<file path="config.mk">
export PLATFORM = sky130hd
export DESIGN_NAME = rtdc_front
export DESIGN_NICKNAME = d
export VERILOG_FILES = /design/src/design/rtdc_pkg.sv /design/src/design/rtdc_front.sv
export SDC_FILE = /design/constraint.sdc
export NUM_CORES = 1
export LEC_CHECK = 0
export BUFFER_PORTS_ARGS = -buffer_cell sky130_fd_sc_hd__buf_2
export CORE_MARGIN = 2
export CORE_UTILIZATION = 65
export CTS_CLUSTER_SIZE = 28
export DETAILED_ROUTE_END_ITERATION = 16
export GPL_ROUTABILITY_DRIVEN = 0
export MAX_ROUTING_LAYER = met4
export PLACE_DENSITY_LB_ADDON = 0.05
export SKIP_CTS_REPAIR_TIMING = 1
export SLEW_MARGIN = 30
export SYNTH_ARGS = -nofsm -noshare
export SYNTH_HDL_FRONTEND = slang
export SYNTH_SLANG_ARGS = --single-unit
export TNS_END_PERCENT = 1
</file>
<file path="constraint.sdc">
create_clock -name clk -period 3.58 [get_ports clk]
set_clock_uncertainty 0.05 [all_clocks]
set_input_delay 0.358 -clock clk [delete_from_list [all_inputs] [get_ports clk]]
set_output_delay 0.358 -clock clk [all_outputs]
set_load 0.01 [all_outputs]
</file>
<file path="src/design/rtdc_pkg.sv">
// ----------------------------------------------------------------------------
// rtdc_pkg: shared types and widths for the RTD code to Celsius pipeline
// Fixed datapath widths, the divisor of the final scaling and the control
// word that travels with every request down the pipeline.
// ----------------------------------------------------------------------------
package rtdc_pkg;

	// Port widths
	localparam int CODE_W = 32;
	localparam int T_W    = 31;

	// Discriminant N = offset - slope * code, signed
	localparam int N_W = 62;

	// Non-negative N always fits in 60 bits
	localparam int RAD_W     = 60;
	localparam int SQRT_FRAC = 20;
	localparam int ROOT_W    = RAD_W / 2 + SQRT_FRAC;
	localparam int REM_W     = ROOT_W + 2;

	// Magnitude of 5 * (B - root) plus rounding half
	localparam int MAG_W = ROOT_W + 3;

	// Final scale: divide by 231 * 2^(SQRT_FRAC + DEN_SHIFT - FRAC_BITS)
	localparam int         DEN_SHIFT = 10;
	localparam logic [8:0] DIVISOR   = 9'd231;
	localparam int         DIV_STEPS = 8;

	// Control word carried beside the payload in every stage
	typedef struct packed {
		logic vld;  // stage holds a request
		logic bad;  // discriminant negative
		logic neg;  // numerator negative
	} ctl_t;

endpackage

</file>
<file path="src/design/rtdc_front.sv">
// ----------------------------------------------------------------------------
// rtdc_front: discriminant of the inverse Callendar-Van Dusen equation
// Two stages: scale the code by the slope, then subtract from the offset.
// Flags a negative discriminant and hands the radicand to the root unit.
// ----------------------------------------------------------------------------
module rtdc_front (
	input  logic                                clk,
	input  logic                                arst_n,
	input  logic                                en,
	input  logic                                code_vld,
	input  logic signed [rtdc_pkg::CODE_W-1:0]  code,
	output rtdc_pkg::ctl_t                      ctl_o,
	output logic        [rtdc_pkg::RAD_W-1:0]   rad_o
);
	import rtdc_pkg::*;

	localparam logic signed [29:0]    SLOPE  = 30'sd288750000;
	localparam logic signed [N_W-1:0] OFFSET = N_W'(64'sd1758480889 <<< 24);

	logic signed [N_W-1:0] prod;
	logic signed [N_W-1:0] prod_s1;
	logic signed [N_W-1:0] n_s2;
	logic                  vld_s1;
	logic                  vld_s2;

	// Slope times code, 30 by 32 bit signed product
	assign prod = SLOPE * code;

	// Advance valid bits
	always_ff @(posedge clk or negedge arst_n) begin
		if (!arst_n) begin
			vld_s1 <= 1'b0;
			vld_s2 <= 1'b0;
		end else if (en) begin
			vld_s1 <= code_vld;
			vld_s2 <= vld_s1;
		end
	end

	// Advance payload
	always_ff @(posedge clk) begin
		if (en) begin
			prod_s1 <= prod;
			n_s2    <= OFFSET - prod_s1;
		end
	end

	// Drop the radicand to zero when the discriminant is negative
	assign ctl_o = '{vld: vld_s2, bad: n_s2[N_W-1], neg: 1'b0};
	assign rad_o = n_s2[N_W-1] ? '0 : n_s2[RAD_W-1:0];

`ifndef ASSERT_OFF
	a_rad_fits: assert property (@(posedge clk) disable iff (!arst_n)
		vld_s2 && !n_s2[N_W-1] |-> n_s2[N_W-2:RAD_W] == '0)
		else $error("radicand exceeds root unit width");
`endif

endmodule

</file>
; Word-level counts from Yosys, hierarchy flattened
; Index checks and enable logic that the tools add are counted.
[word_totals]
in_bits = 36
out_inout_bits = 63
regBits = 122
elab_cells = 7
[classes]
multipliers = 1
muxes = 1
add_sub_neg = 1
[op_table]
columns = op, count
row1 = subtractor 56 x 62 -> 62 bit (first input constant), 1
row2 = two-way mux 60 bit, 1
row3 = multiplier 26 x 32 -> 58 bit (first input constant), 1

; Logic depth before layout (Yosys ltp)
[depth]
ltp_word = 1
depth_mapped = 25
ltp_nobuf = 25

; Least setup slack after synthesis
; No wires, ideal clock.
[synth_path]
path_kind = input to register
startpoint = in code[31] (netlist bit)
endpoint = reg prod_s1[54] (data pin)
cell_stages = 23
path_slack_ns = -3.680
path_buffers = 2
setup_time_ns = 0.266
required_time_ns = 3.264
arrival_time_ns = 6.944
path_cell_list = clkbuf_1 clkinv_1 fa_1 inv_1 fa_1 inv_1 fa_1 inv_1 fa_1 fa_1 fa_1 inv_1 fa_1 inv_1 ha_1 clkbuf_1 and3_1 nand2_1 or3_1 o21bai_1 nand4_1 and2_1 xnor2_1
[synth_via]
elab_chain_len = 1
[synth_lines]
columns = element, line_no
row1 = from (decl), rtdc_front.sv:11  ; input logic signed [rtdc_pkg::CODE_W-1:0] code,
row2 = multiplier 26 x 32 -> 58 bit, rtdc_front.sv:27  ; assign prod = SLOPE * code;
row3 = named net prod[54], rtdc_front.sv:20  ; logic signed [N_W-1:0] prod;
row4 = to (signal assigned), rtdc_front.sv:43  ; prod_s1 <= prod;
row5 = to (decl), rtdc_front.sv:21  ; logic signed [N_W-1:0] prod_s1;
; The timed path passes the listed nets, and every way through them passes these cells.
; A chain may end at the register's enable or synchronous reset.

; Worst setup path after layout
[layout_path]
startpoint = in code[10] (netlist bit)
endpoint = reg prod_s1[56] (data pin)
; The elaborated chain is that of the path after synthesis.

==> flow_metrics.py <==
metrics = {
    "clocking": {
        "cts_max_level": 4,
        "cts-root-buf": "clkbuf_16",
        "cts_buffers": 17,
        "clk_pin_slew_ns": 0.06,
        "cts_tree": "built",
        "clk_path_buf_depth": 2,
        "cts.sinks": 117,
        "clk_latency_ns": 0.41,
    },
    "floorplan": {
        "die_area_um2": 35400,
        "die_y_um": 188,
        "core_um2": 33400,
        "start_util_pct": 65.8,
        "io_pins": 99,
        "rows": 67,
        "die_w_um": 188,
    },
    "critical_path": {
        "rr_endpoint": "n_s2[58]",
        "path_depth": 26,
        "slowest_stage": "fa_1",
        "critPathRequiredTime_ns": 3.68,
        "path_class": "in -> reg",
        "critPathBufInv": 9,
        "cp-start-kind": "input pin",
        "r2r_start": "prod_s1[19]",
        "cp_common_cell": "fa_1",
        "cp_data_arrival_time_ns": 6.31,
        "critPathMaxStageDelay_ns": 0.56,
        "cp_max_fo": 4,
        "end_kind": "register",
        "path_delay_family": "adder cells",
        "rr_worst_depth": 9,
        "r2r_setup_slack_ns": 0.39,
    },
    "logic_synthesis": {
        "synth-async-reset-ratio_pct": 1.71,
        "ys_seq_area_share_pct": 15.9,
        "synth_top_family_by_area": "adder cells",
        "yosysWarnings": 0,
        "ys_seq_elements": 117,
        "synthCells": 2118,
        "synth-compound-area-share_pct": 5.79,
        "synth.distinct_cells": 66,
        "synth-main-ff-cell": "edfxtp_1",
        "synthMuxAreaShare_pct": 0.387,
        "synthXorXnorAreaFrac_pct": 5.29,
        "syn_area_per_cell_um2": 10.4,
        "syn-cell-area_um2": 22000,
        "synthSimpleGateAreaFrac_pct": 6.59,
        "synthAdderAreaFrac_pct": 54.4,
        "synth_edf_count": 115,
    },
    "placement": {
        "dpl.hpwl_mm": 45.6,
        "pre_cts_ws_ns": -3.31,
        "io_buffers": 93,
        "dpl-instance-area_um2": 25300,
    },
    "hold_path": {
        "hold_path_class": "in -> reg",
        "min_path_cells": 2,
        "min_to": "vld_s1",
        "hold_path.startpoint": "code_vld",
    },
    "route": {
        "vias": 15800,
        "wl_met3_mm": 3.12,
        "wl_mm": 52.3,
        "drt_iter0_drc": 891,
        "drc_errors": 0,
        "first_pass_iters": 7,
        "viasPerCell": 5.31,
        "highest_layer": "met4",
        "route.met2.wl_mm": 25.2,
        "ant_nets": 0,
        "wire_per_inst_um": 17.6,
        "wl_met1_mm": 22.6,
    },
    "final_layout": {
        "diodes": 0,
        "area.growth.synth_to_final_pct": 20.4,
        "multi_input_area_um2": 16600,
        "nets": 3264,
        "mostFrequentLayoutCells": "inv_1 (629), fa_1 (394), buf_4 (309), ha_1 (286), edfxtp_1 (115)",
        "layout_commonest_cell": "inv_1",
        "drive_gt1_share_pct": 22.7,
        "postLayoutCellArea_um2": 26500,
        "seq_area_um2": 3500,
        "fill_cells": 2084,
    },
    "job": {
        "maxCapViolCount": 0,
    },
    "timing": {
        "drv_slew": 0,
        "worst_slack_ns": -2.62,
        "max_freq_mhz": 161,
        "maxSlewHeadroom_pct": 39.6,
        "worst_pin_slew_ns": 0.907,
        "rsz0062_at_grt": "yes",
        "final.setup.tns_ns": -100.26,
        "fin_crit_ns": 6.20,
        "fin_crit_sh_pct": 173,
        "finalHoldViolCount": 0,
        "hold-worst-slack_ns": 0.132,
        "setup_viol_count_final": 50,
    },
    "grt": {
        "track_usage_pct": 31.4,
        "grt_pass1_vias": 17100,
        "overflow": 0,
        "grt_pass1_wl_mm": 84.5,
        "antenna_found_initial": 0,
        "grt_max_degree": 74,
    },
    "run_status": {
        "status": "finished with violations",
        "violations": "setup timing",
    },
}
==> per-layer routing <==
| layer | vias up | GRT usage, % |
|---|---|---|
| met5 | - | - |
| met4 | 0 | 8.75 |
| met3 | 104 | 4.72 |
| met2 | 517 | 50.7 |
| met1 | 7845 | 41.9 |
| li1 | 7324 | - |
==> metrics by stage <==
stage / utilization (%) / instances
after floorplan: - / 2122
after global placement: 75.7 / 2934
after detailed placement: 75.7 / 2934
after CTS: 77.5 / 2966
after global routing: 79.2 / 2975
final: 79.2 / 2975
==> logic make-up after synthesis <==
family / count (synthesis)
compound gates: 199
xor+xnor: 133
fa+ha+maj: 714
buf+inv: 676
flops: 117
mux: 8
other cells: 1
simple gates: 270
==> cells in the mapped netlist (7+ instances only) <==
cell type    n  area, um2
edfxtp_1   115       3450
or3_1       11       68.8
a21o_1      21        158
ha_1       310       3880
a31o_2       7       61.3
o21ai_0     40        200
clkbuf_1    26       97.6
nor2b_1     64        400
a21oi_1     66        330
and2_1       7       43.8
nor3_1      19       95.1
fa_1       404       8090
buf_4        7       52.6
xor2_1      58        508
or2_2       11       68.8
a31oi_1      7       43.8
nand4_1     13       81.3
nand3_1     15       75.1
o21bai_1    10       75.1
inv_1      642       2410
xnor2_1     75        657
nand2_1     56        210
nor2_1      44        165
==> flip-flops by register name, summed over array words and instances, names as in the netlist <==
signal and flops:
n_s2 57, vld_s2 1, vld_s1 1, prod_s1 58
==> worst max-delay path by stage <==
| stage | startpoint | end | slack [ns] |
|---|---|---|---|
| after global routing | code[10] | prod_s1[56] | -2.89 |
| after global placement | code[8] | prod_s1[53] | -3.17 |
| after floorplan | code[19] | prod_s1[54] | -2.79 |
| after CTS | code[12] | prod_s1[49] | -2.89 |
| after detailed placement | code[12] | prod_s1[49] | -3.31 |
| final | code[10] | prod_s1[56] | -2.62 |
==> area by class of cell <==
cell class	instances	area share, %
clock buffer	18	1.62
tap	448	2.12
timing repair buffer	406	10.8
sequential	117	13.2
clock inverter	14	0.581
inverter	643	9.21
multi-input combinational	1329	62.5
Power is not shown: default switching activity piles up to over one toggle a cycle in this logic, so the estimate is an artifact.
