**config.mk**
```make
export PLATFORM = sky130hd
export DESIGN_NAME = rtdc_div231
export DESIGN_NICKNAME = d
export VERILOG_FILES = /design/src/design/rtdc_pkg.sv /design/src/design/rtdc_div231.sv
export SDC_FILE = /design/constraint.sdc
export NUM_CORES = 1
export LEC_CHECK = 0
export BUFFER_PORTS_ARGS = -buffer_cell sky130_fd_sc_hd__buf_2
export CAP_MARGIN = 40
export CORE_MARGIN = 3
export CORE_UTILIZATION = 30
export CTS_CLUSTER_DIAMETER = 50
export DETAILED_ROUTE_END_ITERATION = 6
export SYNTH_ARGS = -nofsm -noshare
export SYNTH_HDL_FRONTEND = slang
export SYNTH_SLANG_ARGS = --single-unit
```
**constraint.sdc**
```tcl
create_clock -name clk -period 12.2 [get_ports clk]
set_clock_uncertainty 0.15 [all_clocks]
set_input_delay 2.44 -clock clk [delete_from_list [all_inputs] [get_ports clk]]
set_output_delay 2.44 -clock clk [all_outputs]
set_load 0.05 [all_outputs]
```
**src/design/rtdc_pkg.sv**
```systemverilog
// ----------------------------------------------------------------------------
// rtdc_pkg: shared types and widths for the RTD code to Celsius pipeline
// Fixed datapath widths, the divisor of the final scaling and the control
// word that travels with every request down the pipeline.
// ----------------------------------------------------------------------------
package rtdc_pkg;

	// Port widths
	localparam int CODE_W = 32;
	localparam int T_W    = 31;

	// Discriminant N = offset - slope * code, signed
	localparam int N_W = 62;

	// Non-negative N always fits in 60 bits
	localparam int RAD_W     = 60;
	localparam int SQRT_FRAC = 20;
	localparam int ROOT_W    = RAD_W / 2 + SQRT_FRAC;
	localparam int REM_W     = ROOT_W + 2;

	// Magnitude of 5 * (B - root) plus rounding half
	localparam int MAG_W = ROOT_W + 3;

	// Final scale: divide by 231 * 2^(SQRT_FRAC + DEN_SHIFT - FRAC_BITS)
	localparam int         DEN_SHIFT = 10;
	localparam logic [8:0] DIVISOR   = 9'd231;
	localparam int         DIV_STEPS = 8;

	// Control word carried beside the payload in every stage
	typedef struct packed {
		logic vld;  // stage holds a request
		logic bad;  // discriminant negative
		logic neg;  // numerator negative
	} ctl_t;

endpackage

```
**src/design/rtdc_div231.sv**
```systemverilog
// ----------------------------------------------------------------------------
// rtdc_div231: pipelined division by the constant 231
// Long division, DIV_STEPS quotient bits per stage with an 8-bit remainder.
// W must be a multiple of DIV_STEPS.
// ----------------------------------------------------------------------------
module rtdc_div231 #(
	parameter int W = 40
) (
	input  logic             clk,
	input  logic             arst_n,
	input  logic             en,
	input  rtdc_pkg::ctl_t   ctl_i,
	input  logic [W-1:0]     dvd_i,
	output rtdc_pkg::ctl_t   ctl_o,
	output logic [W-1:0]     quo_o
);
	import rtdc_pkg::*;

	localparam int NSTG = W / DIV_STEPS;

	ctl_t         ctl_s [0:NSTG-1];
	logic [W-1:0] dvd_s [0:NSTG-1];
	logic [W-1:0] quo_s [0:NSTG-1];
	logic [7:0]   rem_s [0:NSTG-1];

	for (genvar k = 0; k < NSTG; k++) begin : g_stage
		ctl_t         ctl_in;
		logic [W-1:0] dvd_in;
		logic [W-1:0] quo_in;
		logic [7:0]   rem_in;
		logic [W-1:0] dvd_nx;
		logic [W-1:0] quo_nx;
		logic [7:0]   rem_nx;

		// Select the source of this stage
		if (k == 0) begin : g_first
			assign ctl_in = ctl_i;
			assign dvd_in = dvd_i;
			assign quo_in = '0;
			assign rem_in = '0;
		end else begin : g_next
			assign ctl_in = ctl_s[k-1];
			assign dvd_in = dvd_s[k-1];
			assign quo_in = quo_s[k-1];
			assign rem_in = rem_s[k-1];
		end

		// Shift in dividend bits, subtract the divisor where it fits
		always_comb begin
			logic [8:0] part;
			dvd_nx = dvd_in;
			quo_nx = quo_in;
			rem_nx = rem_in;
			for (int j = 0; j < DIV_STEPS; j++) begin
				part   = {rem_nx, dvd_nx[W-1]};
				dvd_nx = {dvd_nx[W-2:0], 1'b0};
				if (part >= DIVISOR) begin
					rem_nx = 8'(part - DIVISOR);
					quo_nx = {quo_nx[W-2:0], 1'b1};
				end else begin
					rem_nx = part[7:0];
					quo_nx = {quo_nx[W-2:0], 1'b0};
				end
			end
		end

		always_ff @(posedge clk or negedge arst_n) begin
			if (!arst_n) begin
				ctl_s[k] <= '0;
			end else if (en) begin
				ctl_s[k] <= ctl_in;
			end
		end

		always_ff @(posedge clk) begin
			if (en) begin
				dvd_s[k] <= dvd_nx;
				quo_s[k] <= quo_nx;
				rem_s[k] <= rem_nx;
			end
		end
	end

	assign ctl_o = ctl_s[NSTG-1];
	assign quo_o = quo_s[NSTG-1];

`ifndef ASSERT_OFF
	a_rem_range: assert property (@(posedge clk) disable iff (!arst_n)
		ctl_s[NSTG-1].vld |-> {1'b0, rem_s[NSTG-1]} < DIVISOR)
		else $error("division remainder not below divisor");
`endif

endmodule

```
# --- After elaboration in Yosys (flattened, before gate mapping) ---
# Memory sizes are Yosys's and may differ from the RTL's.
# Cells that the tools add are included.
word_totals:
  register_bits: 15
  mem_bits_rw: 400
  in_bits: 46
  output_inout_bits: 43
  wordCells: 180
  mem_count: 3
memory_table:
  columns: ["memory", "depth", "width", "read_ports", "rd_ports_with_merged_regs", "wr", "line", "text"]
  rows:
  - ["quo_s", 5, 40, 5, 0, 5, "rtdc_div231.sv:23", "logic [W-1:0] quo_s [0:NSTG-1];"]
  - ["dvd_s", 5, 32, 4, 0, 5, "rtdc_div231.sv:22", "logic [W-1:0] dvd_s [0:NSTG-1];"]
  - ["rem_s", 5, 8, 4, 0, 5, "rtdc_div231.sv:24", "logic [7:0] rem_s [0:NSTG-1];"]
op_classes:
  n_addsub: 40
  n_lt_le_gt_ge: 40
  mux: 82
op_table:
  columns: ["cell", "n"]
  rows:
  - ["$ge 9x8->1 const B", 39]
  - ["$mux 8", 40]
  - ["$sub 8x8->8 const B", 39]
  - ["$mux 1", 42]
  - ["$ge 1x8->1 const B", 1]
  - ["$sub 1x8->8 const B", 1]

# --- Logic depth before layout (Yosys ltp) ---
# An unclocked memory read counts as a cell.
depth:
  word_depth: 17
  ltp_mapped: 50

# --- Least setup slack after synthesis ---
# Ideal clock, no wire load.
synth_path:
  kind: "register -> register"
  startpoint: "mem rem_s[0][0]"
  endpoint: "mem rem_s[1][1], in the netlist rem_s[0][9], data pin"
  setup_time_ps: 260
  arrival_time_ps: 10162
  required_ps: 11790
  slack_ps: 1628
  path_stages_with_launch: 50
  n_path_buf: 3
  period_less_slack_ps: 10572
  cell_sequence: "edfxtp_1 -> ha_1 -> a211oi_2 -> a21oi_1 -> or2_2 -> xnor2_1 -> ha_1 -> nand3b_1 -> nor3_1 -> or3_1 -> nor4_1 -> a21o_1 -> buf_2 -> xnor2_1 -> ha_1 -> and2_1 -> mux2_4 -> o311ai_2 -> (+14 left out) -> ha_1 -> clkbuf_1 -> a21oi_1 -> a22o_1 -> buf_6 -> xnor2_1 -> ha_1 -> nand2_1 -> mux2i_1 -> nor2_1 -> o21ai_2 -> xor2_1 -> ha_1 -> nand2_1 -> mux2_2 -> nand4_1 -> a21o_1 -> mux2_4"
synth_rtl:
  columns: ["element", "line"]
  rows:
  - ["start, declared", "rtdc_div231.sv:24"]

==> results.yml <==
job:
  maxCapViolCount: 0
setup_path:
  cp_common_cell: "ha_1"
  rr_endpoint: "rem_s[0][25]$_DFFE_PP_"
  cp_slowest_cell: "or4_1"
  r2r_cells: 40
  cpPeakStageDelay_ns: 0.59
  start_kind: "flip-flop"
  reg2reg_slack_ns: 0.98
  critPathKind: "reg -> reg"
  end_kind: "flip-flop"
  worstPathRequired_ns: 12.33
  arrival_ns: 11.35
  r2r-start: "dvd_s[0][95]$_DFFE_PP_"
  worstPathMaxFanout: 9
die:
  coreArea_um2: 56800
  start_util_pct: 30.5
  die_area_um2: 60700
  die_x_um: 246
  rows: 87
  ios: 89
  die_h_um: 246
synthesis:
  synth_edf_count: 197
  syn_avg_cell_area_um2: 9.58
  synth_cells: 1811
  ys_seq_area_share_pct: 36.3
  synthArstFlopShare_pct: 7.08
  syn_area_um2: 17300
  ys_types: 123
  yosysWarnings: 0
  ys_seq_elements: 212
  ys_dominant_reg_cell: "edfxtp_1"
finish:
  final_common_cell: "edfxtp_1"
  area_growth_pct: 13.9
  finalNetCount: 1958
  insertedDiodeCount: 0
  final.fill_count: 5810
  layout_common_cells: "edfxtp_1, nand2_1, a21oi_1"
  drive_gt1_share_pct: 17.3
routing:
  drt_wl_total_um: 40900
  vias: 14900
  drc: 0
  ant_nets: 0
  dr.first_iter.drc_count: 1036
  routedWlPerCell_um: 15.4
  vias_per_cell: 5.61
  firstDrtPassIters: 6
timing:
  tightest_slew_ns: 0.863
  rsz0062_at_grt: "no"
  setup_viol: 0
  slew_headroom_pct: 41.7
  finalHoldViolCount: 0
  slew_violations: 0
  min_period_over_period_pct: 92.0
  setup_tns_ns: 0
  fmax_mhz: 89.1
  fin_crit_ns: 11.22
placement:
  port_buffers: 81
  hpwl_um: 29900
  gp_congestion: 0.871
global_routing:
  antenna_found_initial: 0
  grt_max_degree: 99
  met3_usage_pct: 1.88
  grt_first_pass_wirelength_um: 68100
  globalRouteMet1Util_pct: 17.2
  grt_use_total_pct: 13.1
  use_met2_pct: 21.9
  grt_pass1_vias: 14000
  grt_overflow_total: 0
  top_usage_layer: "met2"
outcome:
  status: "completed"
clock_network:
  cts.clk_slew.worst_paths_ns: 0.05
  cts-root-buf: "clkbuf_16"
  cts_buffers: 37
  cts_tree: "done"
  h-tree-depth: 2
  clk_latency_ns: 0.53
  clk_path_buf_depth: 3
  cts_sinks: 212
hold_path:
  hold_path_end: "quo_s[0][169]$_DFFE_PP_"
  min_path_cells: 0
  hp-class: "reg -> reg"
  min-delay-start: "quo_s[0][121]$_DFFE_PP_"
==> area by class of cell <==
| class | count | area, um^2 | area share, % |
|---|---|---|---|
| clock inverters | 22 | 220 | 1.12 |
| well taps | 756 | 946 | 4.79 |
| repair buffers | 92 | 495 | 2.51 |
| flip-flops and latches | 212 | 6290 | 31.9 |
| inverters | 46 | 175 | 0.887 |
| multi-input cells | 1491 | 10600 | 53.8 |
| clock buffers | 44 | 1000 | 5.09 |
==> timing repair <==
item	in CTS	in global routing
endpoints found under the setup margin	0	11
resized for setup	0	15
setup buffers	0	2
hold buffers	0	0
==> cells by family after synthesis <==
| logic type | synth area share [%] |
|---|---|
| compound gates | 30.2 |
| buf+inv | 3.05 |
| flops | 36.3 |
| mux | 8.12 |
| xor+xnor | 3.08 |
| fa+ha+maj | 2.31 |
| other cells | 0.0216 |
| simple gates | 16.9 |
==> cells in the mapped netlist (21+ instances only) <==
master / n / share of area, %
o31ai_1: 25 / 1.1
clkbuf_1: 32 / 0.69
or3_1: 22 / 0.79
and2_1: 24 / 0.87
mux2i_1: 62 / 3.6
a21oi_1: 108 / 3.1
a31oi_1: 36 / 1.3
nand2b_1: 27 / 0.97
nor2_1: 104 / 2.3
xnor2_1: 42 / 2.1
o211ai_1: 35 / 1.5
inv_1: 43 / 0.93
nand3b_1: 21 / 0.91
nor3_1: 37 / 1.1
nand3_1: 59 / 1.7
a21o_1: 26 / 1.1
ha_1: 32 / 2.3
nand2_1: 145 / 3.1
and3_1: 28 / 1.0
edfxtp_1: 197 / 34
o21a_1: 31 / 1.3
mux2_2: 60 / 3.9
a211oi_1: 23 / 1.0
o21ai_0: 105 / 3.0
==> registers in the layout (all words and copies together), names as in the netlist <==
register / count
quo_s: 85
ctl_o: 3
rem_s: 32
dvd_s: 80
ctl_s: 12
==> metal layers <==
metal	vias to the layer above	routed length, um
met1	7173	19100
met2	322	19400
met4	0	888
met5	-	0
met3	66	1580
li1	7372	-
==> critical path, delay by kind of cell (launching register included) <==
family / cells / cell delay (ns)
AO/OA/AOI/OAI: 16 / 4.43
XOR/XNOR: 5 / 1.04
adder cells (fa/ha/maj): 7 / 2.03
buffers and inverters: 1 / 0.07
flip-flops: 1 / 0.48
multiplexers: 1 / 0.34
AND/OR/NAND/NOR: 10 / 2.42
==> worst max-delay path by stage <==
| stage | from | to | slack [ns] | cells past startpoint |
|---|---|---|---|---|
| 2_1_floorplan | rem_s[0][0]$_DFFE_PP_ | rem_s[0][9]$_DFFE_PP_ | 1.63 | 49 |
| 3_3_place_gp | rem_s[0][0]$_DFFE_PP_ | rem_s[0][9]$_DFFE_PP_ | 0.66 | 46 |
| 3_5_place_dp | rem_s[0][0]$_DFFE_PP_ | rem_s[0][9]$_DFFE_PP_ | 0.28 | 46 |
| 4_1_cts | rem_s[0][0]$_DFFE_PP_ | rem_s[0][9]$_DFFE_PP_ | 0.21 | 46 |
| 5_1_grt | rem_s[0][0]$_DFFE_PP_ | rem_s[0][9]$_DFFE_PP_ | 0.01 | 47 |
| 6_report | dvd_s[0][95]$_DFFE_PP_ | rem_s[0][25]$_DFFE_PP_ | 0.98 | 40 |
==> metrics by stage <==
stage	utilization [%]	hold WS [ns]	cells	setup slack (ns)	cell area [um^2]
global route	34.8	0.260	2663	0.0129	19700
floorplan	-	0.250	1817	1.63	17400
CTS	34.6	0.254	2661	0.206	19700
detailed placement	32.4	0.255	2595	0.285	18400
finish	34.8	0.258	2663	0.979	19700
global placement	32.4	0.252	2593	0.657	18400
Power is left out: the tool's default activity adds up to more than one toggle a clock period on the data nets, which glitch-free logic cannot reach.
